==> src/rtl/segment_intersection_with_margin_defines.svh <==
// Assertion macros shared by the RTL.
`ifndef SEGMENT_INTERSECTION_WITH_MARGIN_DEFINES_SVH
`define SEGMENT_INTERSECTION_WITH_MARGIN_DEFINES_SVH

// Check cons in the same cycle as ante, outside reset.
`define SI_CHK(lbl, ante, cons, msg) \
  lbl: assert property (@(posedge clk) disable iff (!rst_n) (ante) |-> (cons)) else $error(msg);

// Check cons in the cycle after ante, outside reset.
`define SI_NEXT(lbl, ante, cons, msg) \
  lbl: assert property (@(posedge clk) disable iff (!rst_n) (ante) |=> (cons)) else $error(msg);

`endif

==> src/rtl/si_pkg.sv <==
package si_pkg;
  localparam int COORD_BITS_DEF = 12;
  localparam int OUT_BITS = 14;
  localparam int MARGIN_BITS = 8;
  localparam logic [MARGIN_BITS-1:0] MARGIN_RESET = 8'd36;

  typedef struct packed {
    logic nz;
    logic negx;
    logic negy;
  } si_flags_t;
endpackage

==> src/rtl/si_div_cell.sv <==
module si_div_cell import si_pkg::*; #(
  parameter int NMW = 39,
  parameter int DMW = 27,
  parameter int SW  = 99
) (
  input  logic           clk,
  input  logic           rst_n,
  input  logic           en,
  input  logic           vin,
  input  logic [DMW-1:0] d_in,
  input  logic [NMW-1:0] nx_in,
  input  logic [DMW-1:0] rx_in,
  input  logic [NMW-1:0] qx_in,
  input  logic [NMW-1:0] ny_in,
  input  logic [DMW-1:0] ry_in,
  input  logic [NMW-1:0] qy_in,
  input  logic [SW-1:0]  side_in,
  output logic           vout,
  output logic [DMW-1:0] d_out,
  output logic [NMW-1:0] nx_out,
  output logic [DMW-1:0] rx_out,
  output logic [NMW-1:0] qx_out,
  output logic [NMW-1:0] ny_out,
  output logic [DMW-1:0] ry_out,
  output logic [NMW-1:0] qy_out,
  output logic [SW-1:0]  side_out
);
  logic           vld_r;
  logic [DMW-1:0] d_r, rx_r, ry_r, rx_nxt, ry_nxt;
  logic [NMW-1:0] nx_r, ny_r, qx_r, qy_r;
  logic [SW-1:0]  side_r;
  logic [DMW:0]   trial_x, trial_y, diff_x, diff_y;
  logic           ge_x, ge_y;

  always_comb begin
    trial_x = {rx_in, nx_in[NMW-1]};
    trial_y = {ry_in, ny_in[NMW-1]};
    diff_x  = trial_x - {1'b0, d_in};
    diff_y  = trial_y - {1'b0, d_in};
    ge_x    = trial_x >= {1'b0, d_in};
    ge_y    = trial_y >= {1'b0, d_in};
    rx_nxt  = ge_x ? diff_x[DMW-1:0] : trial_x[DMW-1:0];
    ry_nxt  = ge_y ? diff_y[DMW-1:0] : trial_y[DMW-1:0];
  end

  always_ff @(posedge clk) begin
    if (!rst_n) begin
      vld_r <= 1'b0;
    end else if (en) begin
      vld_r <= vin;
    end
  end

  always_ff @(posedge clk) begin
    if (en) begin
      d_r    <= d_in;
      rx_r   <= rx_nxt;
      ry_r   <= ry_nxt;
      nx_r   <= {nx_in[NMW-2:0], 1'b0};
      ny_r   <= {ny_in[NMW-2:0], 1'b0};
      qx_r   <= {qx_in[NMW-2:0], ge_x};
      qy_r   <= {qy_in[NMW-2:0], ge_y};
      side_r <= side_in;
    end
  end

  assign vout     = vld_r;
  assign d_out    = d_r;
  assign nx_out   = nx_r;
  assign rx_out   = rx_r;
  assign qx_out   = qx_r;
  assign ny_out   = ny_r;
  assign ry_out   = ry_r;
  assign qy_out   = qy_r;
  assign side_out = side_r;
endmodule

==> config.mk <==
export PLATFORM = sky130hd
export DESIGN_NAME = si_div_cell
export DESIGN_NICKNAME = d
export VERILOG_FILES = /design/src/rtl/segment_intersection_with_margin_defines.svh /design/src/rtl/si_pkg.sv /design/src/rtl/si_div_cell.sv
export SDC_FILE = /design/constraint.sdc
export NUM_CORES = 1
export LEC_CHECK = 0
export BUFFER_PORTS_ARGS = -buffer_cell sky130_fd_sc_hd__buf_2
export CAP_MARGIN = 40
export CORE_AREA = 2 2 262 264
export DETAILED_ROUTE_END_ITERATION = 10
export DIE_AREA = 0 0 264 266
export PLACE_DENSITY_LB_ADDON = 0.15
export SYNTH_ARGS = -nofsm -noshare
export SYNTH_HDL_FRONTEND = slang
export SYNTH_SLANG_ARGS = --single-unit
==> constraint.sdc <==
create_clock -name clk -period 6.2 [get_ports clk]
set_input_delay 0 -clock clk [delete_from_list [all_inputs] [get_ports clk]]
set_output_delay 0 -clock clk [all_outputs]
set_load 0.01 [all_outputs]
# --- Word level (Yosys, flattened, before mapping) ---
# Index checks and enable logic that the tools add are counted.
# W data, S select, Z words.
op_classes:
  n_shift: 0
  n_mux: 2
  bitwise: 0
  n_reduce_logical: 0
  order_cmp: 2
  div: 0
  addsub: 2
  n_mul: 0
  eq_ne: 0
op_table:
  columns: ["operator", "count"]
  rows:
  - ["$ge A28 B27 Y1", 2]
  - ["$mux W27", 2]
  - ["$sub A27 B27 Y27", 2]
word_totals:
  reg_bits: 335
  ram_bits: 0
  out_inout_bits: 337
  mem_bits_ro: 0
  memories: 0
  latchBits: 0
  input_bits: 340
  elab_cells: 15

# --- Depth between registers and ports, before layout ---
# Gate-level depths: netlist of the first run.
logic_depth:
  depth_word: 2
  ltp_mapped: 13
  mapped_depth_nobuf: 11

# --- Worst setup path before layout of the first run ---
# OpenSTA, ideal clock, no wires.
synth_timing:
  path_kind: "input to register"
  from: "input d_in[2]"
  to: "register rx_r[10], in the netlist rx_out[10], data pin"
  required_time_ps: 5940
  setup_slack_ps: 3524
  arrival_ps: 2416
  setup_ps: 260
  stages: 12
  path_buffers: 2
  path_cell_list: "inv_1 -> ha_1 -> nor2b_4 -> o31a_4 -> o41ai_4 -> o211a_1 -> o31a_1 -> o41ai_1 -> a41o_1 -> buf_6 -> buf_12 -> mux2_4"
synth_between:
  elab_chain_len: 2
  elab_cells_between_ends: 3
  classes_between: "1 x add/sub; 1 x order compare; 1 x mux"
synth_rtl:
  columns: ["element", "line", "text"]
  rows:
  - ["from (decl)", "si_div_cell.sv:10", "input logic [DMW-1:0] d_in,"]
  - ["$sub A27 B27 Y27 / $ge A28 B27 Y1 (equally long branches)", "si_div_cell.sv:38, si_div_cell.sv:40", null]
  - ["$mux W27 (*)", "si_div_cell.sv:42", "rx_nxt = ge_x ? diff_x[DMW-1:0] : trial_x[DMW-1:0];"]
  - ["via rx_nxt[10]", "si_div_cell.sv:29", "logic [DMW-1:0] d_r, rx_r, ry_r, rx_nxt, ry_nxt;"]
  - ["to (signal assigned)", "si_div_cell.sv:57", "rx_r <= rx_nxt;"]
  - ["to (decl)", "si_div_cell.sv:29", null]
# The timed path passes the listed nets; every way through them passes the cells marked *.
# A chain may end at the register's enable or synchronous reset.

# --- Worst setup path after layout of the first run ---
layout_timing:
  from: "input d_in[2]"
  to: "register rx_r[9], in the netlist rx_out[9], data pin"
# The elaborated chain is that of the path after synthesis.

==> flow_summary_export.csv, run 1 <==
group,metric,value,unit
pwr,vdd_ir_drop_max,0.169,mV
worst_setup_path,path_cells,"dlygate4sd3_1 -> buf_2 -> inv_1 -> ha_1 -> nor2b_4 -> o31a_4 -> o41ai_4 -> o211a_1 -> o31a_1 -> o41ai_1 -> a41o_2 -> buf_12 -> mux2_4",
final_layout,fin_cells,2793,
grt,antenna_found_initial,12,
worst_setup_path,r2r_cells,3,
detailed_routing,ant_nets,0,
worst_setup_path,cp.required,6.50,ns
cts,cts_tree,"yes",
worst_setup_path,timing.rr.start,"vout",
yosys,synth_edf_count,334,
cts,cts_sinks,335,
floorplan,io_pins,677,
worst_setup_path,r2r-end,"vout",
detailed_routing,wl_per_cell,20.0,um
final_layout,final_util,33.8,%
worst_setup_path,path_buf_inv,4,
floorplan,dieArea,70200,sq um
worst_setup_path,cpMaxStageDelayCell,"o41ai_4",
yosys,synth.distinct_cells,61,
floorplan,die_w,264,um
sta,setup_tns,0,ns
final_layout,multi_input_comb_area,3360,sq um
worst_setup_path,start_kind,"input pin",
cts,path_clk_slew,0.06,ns
yosys,synth_ff_type,"edfxtp_1",
min_path,holdPathStages,1,
cts,cts_root_buf,"clkbuf_16",
detailed_routing,num_vias,11200,
detailed_routing,routed_wl,55.9,mm
yosys,ys_async_sr_fraction,0,%
sta,period_share,55.7,%
yosys,yosysSeqAreaShare,73.2,%
sta,final-hold-violation-count,3,
sta,slew_headroom,25.0,%
grt,grtUsageTotal,15.2,%
detailed_routing,first_iter_violations,532,
final_layout,nets,2271,
worst_setup_path,crit_fanout,26,
sta,slew_violations,0,
worst_setup_path,arrival,3.75,ns
sta,whs,-0.000647,ns
final_layout,num-fill-cells,6860,
floorplan,start_util,20.3,%
placed_design,place.gp.congestion,0.866,
placed_design,dp_cells,2379,
worst_setup_path,path_delay_family,"compound AO/OA/AOI/OAI gates",
detailed_routing,firstDrtPassIters,5,
worst_setup_path,r2r_slack,5.04,ns
cts,htree_levels,2,
grt,grt_pass1_wl,79.4,mm
yosys,ys_warn_count,0,
sta,finalSetupViolations,0,
detailed_routing,via_per_inst,4.02,
floorplan,core.rowCount,96,
min_path,holdPathEnd,"side_out[69]",
final_layout,regArea,10000,sq um
yosys,synthCells,838,
sta,skew,0,ns
min_path,hp-start,"en",
detailed_routing,post-route-drc-count,0,
sta,max_freq,289,MHz
grt,grt_max_degree,164,
yosys,synth.avg_cell_area,16.4,sq um
run,max_cap_viol_count,0,
cts,clockBufferDepth,3,
placed_design,place_area,18100,sq um
sta,fin_crit,3.46,ns
run_status,violations,"negative hold slack",
worst_setup_path,crit_type,"input pin to register",
final_layout,stdcell_area,22900,sq um
placed_design,hpwlAfterDp,43.6,mm
cts,clk_latency,0.55,ns
pwr,leakage,9.83,nW
floorplan,core_area,67700,sq um
sta,grt_setup_unrepaired,"no",
placed_design,portBuffers,672,
worst_setup_path,slowest_delay,0.57,ns
cts,cts.repair.resized,0,
worst_setup_path,critPathCaptureType,"register",
run_status,outcome,"finished with violations",
grt,grt_pass1_vias,11800,
final_layout,area_growth,66.9,%
yosys,ys_ff_latch,335,
grt,grt-ovfl-total,0,
sta,worst_pin_slew,1.12,ns
pwr,power_density,284,nW/um^2
floorplan,fp.dieH,266,um
min_path,hold_class,"input pin to register",
yosys,synth_area,13700,sq um
final_layout,drive_above_1_share,41.2,%
cts,cts_buffers,42,
[power breakdown]
group	leakage, nW	switching (mW)	internal [mW]	total, mW
combinational	5.87	0.621	0.554	1.18
sequential	3.28	0.0523	2.74	2.79
clock	0.681	0.999	1.53	2.53
total	9.83	1.67	4.83	6.50
[sequential cells by signal, summed over array words and instances (netlist names)]
register / count
d_out: 27
nx_out: 38
ny_out: 38
qx_out: 39
qy_out: 39
rx_out: 27
ry_out: 27
side_out: 99
vout: 1
[synth_stat cells (all sizes together) (18+ instances only)]
master,instances,area (sq um)
edfxtp,334,10000
a21oi,62,310
ha,54,676
inv,43,161
nor2,42,158
mux2,35,458
nand2,31,116
xnor2,28,245
o21ai,27,135
a21o,24,181
xor2,20,175
nand3,18,90.1
[metrics by stage]
step / hold WS, ns / total power [mW] / setup WS [ns]
floorplan: 0.0989 / 3.32 / 3.52
global placement: 0.178 / 3.85 / 2.43
detailed placement: 0.178 / 3.85 / 2.70
CTS: 0.00739 / 6.62 / 2.74
global route: 0.0331 / 6.79 / 2.54
finish: -0.000647 / 6.50 / 2.74
[cell type report]
| class | count | share of cell area (%) |
|---|---|---|
| flip-flops and latches | 335 | 43.9 |
| clock inverters | 25 | 1.33 |
| well taps | 882 | 4.82 |
| clock buffers | 52 | 4.85 |
| multi-input cells | 441 | 14.7 |
| inverters | 43 | 0.705 |
| diodes | 3 | 0.0328 |
| repair buffers | 1012 | 29.7 |
[worst register-to-register path: stages (launching register included)]
cell and delay [ns]:
dfxtp_1 0.31, mux2i_1 0.12, nor2b_1 0.07, dlygate4sd3_1 0.56
[layer usage]
metal / vias to the layer above / track usage, % / wire length [um]
met1: 5454 / 17.0 / 21700
met3: 66 / 3.78 / 3230
li1: 5297 / - / -
met4: 4 / 3.35 / 1120
met2: 393 / 28.8 / 29900
met5: - / 0 / 27
[kinds of logic after synthesis]
group           Yosys count  share of synthesized area (%)
mux                      38                           3.55
xor+xnor                 48                           3.06
other cells               1                         0.0273
fa+ha+maj                56                           5.21
simple gates            125                           4.31
compound gates          172                           8.29
flops                   335                           73.2
buf+inv                  63                           2.32
[placed cells by master (no fill, tap or decap), types with 4 or more instances in the layout]
master and count:
nor2b_1 5, a21oi_1 62, mux2_2 18, a211oi_1 6
bufinv_16 6, dlygate4sd3_1 334, buf_2 671, nor2_1 42
clkbuf_16 43, nand4_1 9, ha_1 54, or4_1 5
mux2_4 17, xnor2_1 28, inv_1 43, nand2_1 31
edfxtp_1 334, o21a_1 8, xor2_1 20, a21o_1 23
o21bai_1 6, a31oi_1 5, clkbuf_1 9, clkinv_1 8
o21ai_0 26, o31ai_1 5, nand3_1 18, clkinv_2 4
[how the worst max path moves through the flow]
stage / start / to / slack [ns] / cells after the start
after CTS: nx_in[38] / rx_out[22] / 2.74 / 14
final: d_in[2] / rx_out[9] / 2.74 / 13
after global placement: d_in[10] / rx_out[6] / 2.43 / 10
after global routing: d_in[0] / ry_out[9] / 2.54 / 13
after floorplan: d_in[2] / rx_out[10] / 3.52 / 12
after detailed placement: nx_in[38] / rx_out[10] / 2.70 / 13
[timing repair]
item,CTS,global route
hold buffers,334,0
hold endpoints to repair,333,0
buffers inserted,0,0
Power figures use the tool's default switching activity.
==> run 2, diff against run 1 <==
--- a/config.mk
+++ b/config.mk
@@ -7,9 +7,9 @@
 export LEC_CHECK = 0
 export BUFFER_PORTS_ARGS = -buffer_cell sky130_fd_sc_hd__buf_2
 export CAP_MARGIN = 40
-export CORE_AREA = 2 2 262 264
+export CORE_AREA = 2 2 261 263
 export DETAILED_ROUTE_END_ITERATION = 10
-export DIE_AREA = 0 0 264 266
+export DIE_AREA = 0 0 263 265
 export PLACE_DENSITY_LB_ADDON = 0.15
 export SYNTH_ARGS = -nofsm -noshare
 export SYNTH_HDL_FRONTEND = slang
==> constraint.sdc (replaced) <==
create_clock -name clk -period 2.9 [get_ports clk]
set_input_delay 0 -clock clk [delete_from_list [all_inputs] [get_ports clk]]
set_output_delay 0 -clock clk [all_outputs]
set_load 0.01 [all_outputs]
==> run 2 against run 1 <==
Net effect:
- the flow now finishes without violations
- cell area is 3.1% higher
- wire length is 1.7% higher
- critical path type unchanged
- sequential power is 110% higher
- largest cell class unchanged
- global-route usage is 0.53 points higher
- combinational power is 130% higher
- worst hold slack better by 0.074 ns
- worst setup slack worse by 2.7 ns
- register-to-register slack worse by 3.3 ns
- highest routed layer unchanged
- die area is 0.75% lower
- clock skew stayed put
- critical path depth is 1 higher
- count of clock-buffer cells in the layout is 4 lower
==> flow_summary_export.csv, run 2 (synthesized netlist as in run 1, its figures left out) <==
group,metric,value,unit
run_status,outcome,"completed",
detailed_routing,first_iter_violations,612,
grt,grt_pass1_wl,81.6,mm
cts,cts_root_buf,"clkbuf_16",
min_path,hold_class,"input pin to register",
worst_setup_path,r2r-end,"vout",
sta,period_share,97.2,%
sta,fin_crit,2.82,ns
final_layout,layout_common_cells,"buf_2, dlygate4sd3_1, edfxtp_1",
min_path,hp-start,"d_in[0]",
sta,skew,0,ns
cts,clockBufferDepth,3,
sta,fin_ws,0.0801,ns
floorplan,die_w,263,um
grt,grt-ovfl-total,0,
detailed_routing,via_per_inst,4.03,
placed_design,place.gp.congestion,0.859,
sta,grt_setup_unrepaired,"no",
detailed_routing,wl_per_cell,19.9,um
worst_setup_path,startpoint,"d_in[2]",
sta,worst_pin_slew,0.801,ns
final_layout,final_common_cell,"buf_2",
sta,final-hold-violation-count,0,
cts,cts_buffers,42,
worst_setup_path,cp.required,3.20,ns
final_layout,area_growth,72.0,%
cts,htree_levels,2,
detailed_routing,routed_wl,56.9,mm
floorplan,core_area,66800,sq um
placed_design,place_ws,-0.200,ns
detailed_routing,firstDrtPassIters,5,
worst_setup_path,start_kind,"input pin",
cts,path_clk_slew,0.05,ns
grt,antenna_found_initial,3,
final_layout,num-fill-cells,6677,
worst_setup_path,r2r_cells,3,
placed_design,portBuffers,672,
min_path,holdPathEnd,"ry_out[0]",
final_layout,insertedDiodeCount,0,
detailed_routing,post-route-drc-count,0,
sta,setup_tns,0,ns
cts,postCtsSetupBuffers,0,
cts,cts_sinks,335,
final_layout,nets,2350,
worst_setup_path,arrival,3.12,ns
pwr,leakage,10.2,nW
final_layout,drive_above_1_share,44.0,%
sta,slew_headroom,46.6,%
sta,finalSetupViolations,0,
grt,grt_max_degree,90,
final_layout,final_util,35.3,%
grt,grt_pass1_vias,12400,
worst_setup_path,timing.rr.start,"vout",
worst_setup_path,critPathCaptureType,"register",
floorplan,io_pins,677,
min_path,holdPathStages,4,
run,max_cap_viol_count,0,
cts,clk_latency,0.55,ns
worst_setup_path,crit_fanout,16,
grt,grtUsageTotal,15.7,%
sta,slew_violations,0,
placed_design,hpwlAfterDp,45.3,mm
final_layout,largest_reg_flops,99,
sta,max_freq,355,MHz
floorplan,dieArea,69700,sq um
detailed_routing,ant_nets,0,
pwr,vdd_ir_drop_max,0.378,mV
worst_setup_path,crit_type,"input pin to register",
detailed_routing,num_vias,11500,
floorplan,core.rowCount,95,
pwr,power_density,599,nW/um^2
worst_setup_path,r2r_slack,1.75,ns
floorplan,fp.dieH,265,um
floorplan,start_util,20.5,%
cts,cts_tree,"yes",
## run 2: cell count changes in the layout (fill, tap and decap cells not counted), moves of 2 or more
cell | previous run | this run
buf_12 | 2 | 8
o31ai_2 | 0 | 2
buf_4 | 3 | 75
inv_6 | 3 | 1
clkinv_2 | 4 | 6
dlygate4sd3_1 | 334 | 336
clkinv_4 | 0 | 2
o31ai_1 | 5 | 3
diode_2 | 3 | 0
clkbuf_1 | 9 | 5
## run 2: critical path, cell delays in order
cell	delay, ns
dlygate4sd3_1	0.52
buf_2	0.14
inv_1	0.08
ha_1	0.31
nor2b_4	0.14
o31a_4	0.28
o41ai_4	0.28
buf_4	0.18
o211a_1	0.16
o31a_1	0.15
o41ai_2	0.08
a41o_2	0.31
buf_12	0.17
mux2_4	0.30
## run 2: what timing repair did
item	in CTS	in global routing
hold endpoints to repair	340	0
gates resized for setup	0	11
endpoints found under the setup margin	0	39
hold buffers	336	0
## run 2: final cells by class
type	count	area, sq um	area share, %
well taps	873	1090	4.63
repair buffers	1091	7460	31.6
inverters	43	161	0.684
multi-input cells	441	3410	14.4
clock inverters	28	340	1.44
clock buffers	48	1090	4.64
flip-flops and latches	335	10000	42.6
## run 2: report_power, final
| group | switching (mW) | internal, mW |
|---|---|---|
| clock | 2.12 | 3.34 |
| sequential | 0.115 | 5.86 |
| combinational | 1.38 | 1.32 |
## run 2: metal layers
metal	up-vias	wire, um	GRT usage [%]
met3	95	3810	4.48
met4	2	1600	4.85
met2	416	30600	30.0
met1	5539	20800	16.6
met5	-	13	0
li1	5467	-	-
## run 2: per-stage QoR
stage               power [mW]  hold slack (ns)  cells  instance area, sq um
global placement          8.41            0.177   2447                 18800
detailed placement        8.41            0.178   2447                 18800
global route              14.8           0.0460   2859                 23600
floorplan                 7.11           0.0989    839                 13700
finish                    14.1           0.0729   2859                 23600
CTS                       14.4           0.0173   2859                 23600
## run 2: how the worst max path moves through the flow
stage	end	depth (start not counted)	slack, ns
after floorplan	rx_out[10]	12	0.22
after global placement	rx_out[9]	12	-0.13
after detailed placement	rx_out[9]	12	-0.20
after CTS	ry_out[24]	14	0.03
after global routing	rx_out[9]	14	0.01
final	rx_out[9]	14	0.08
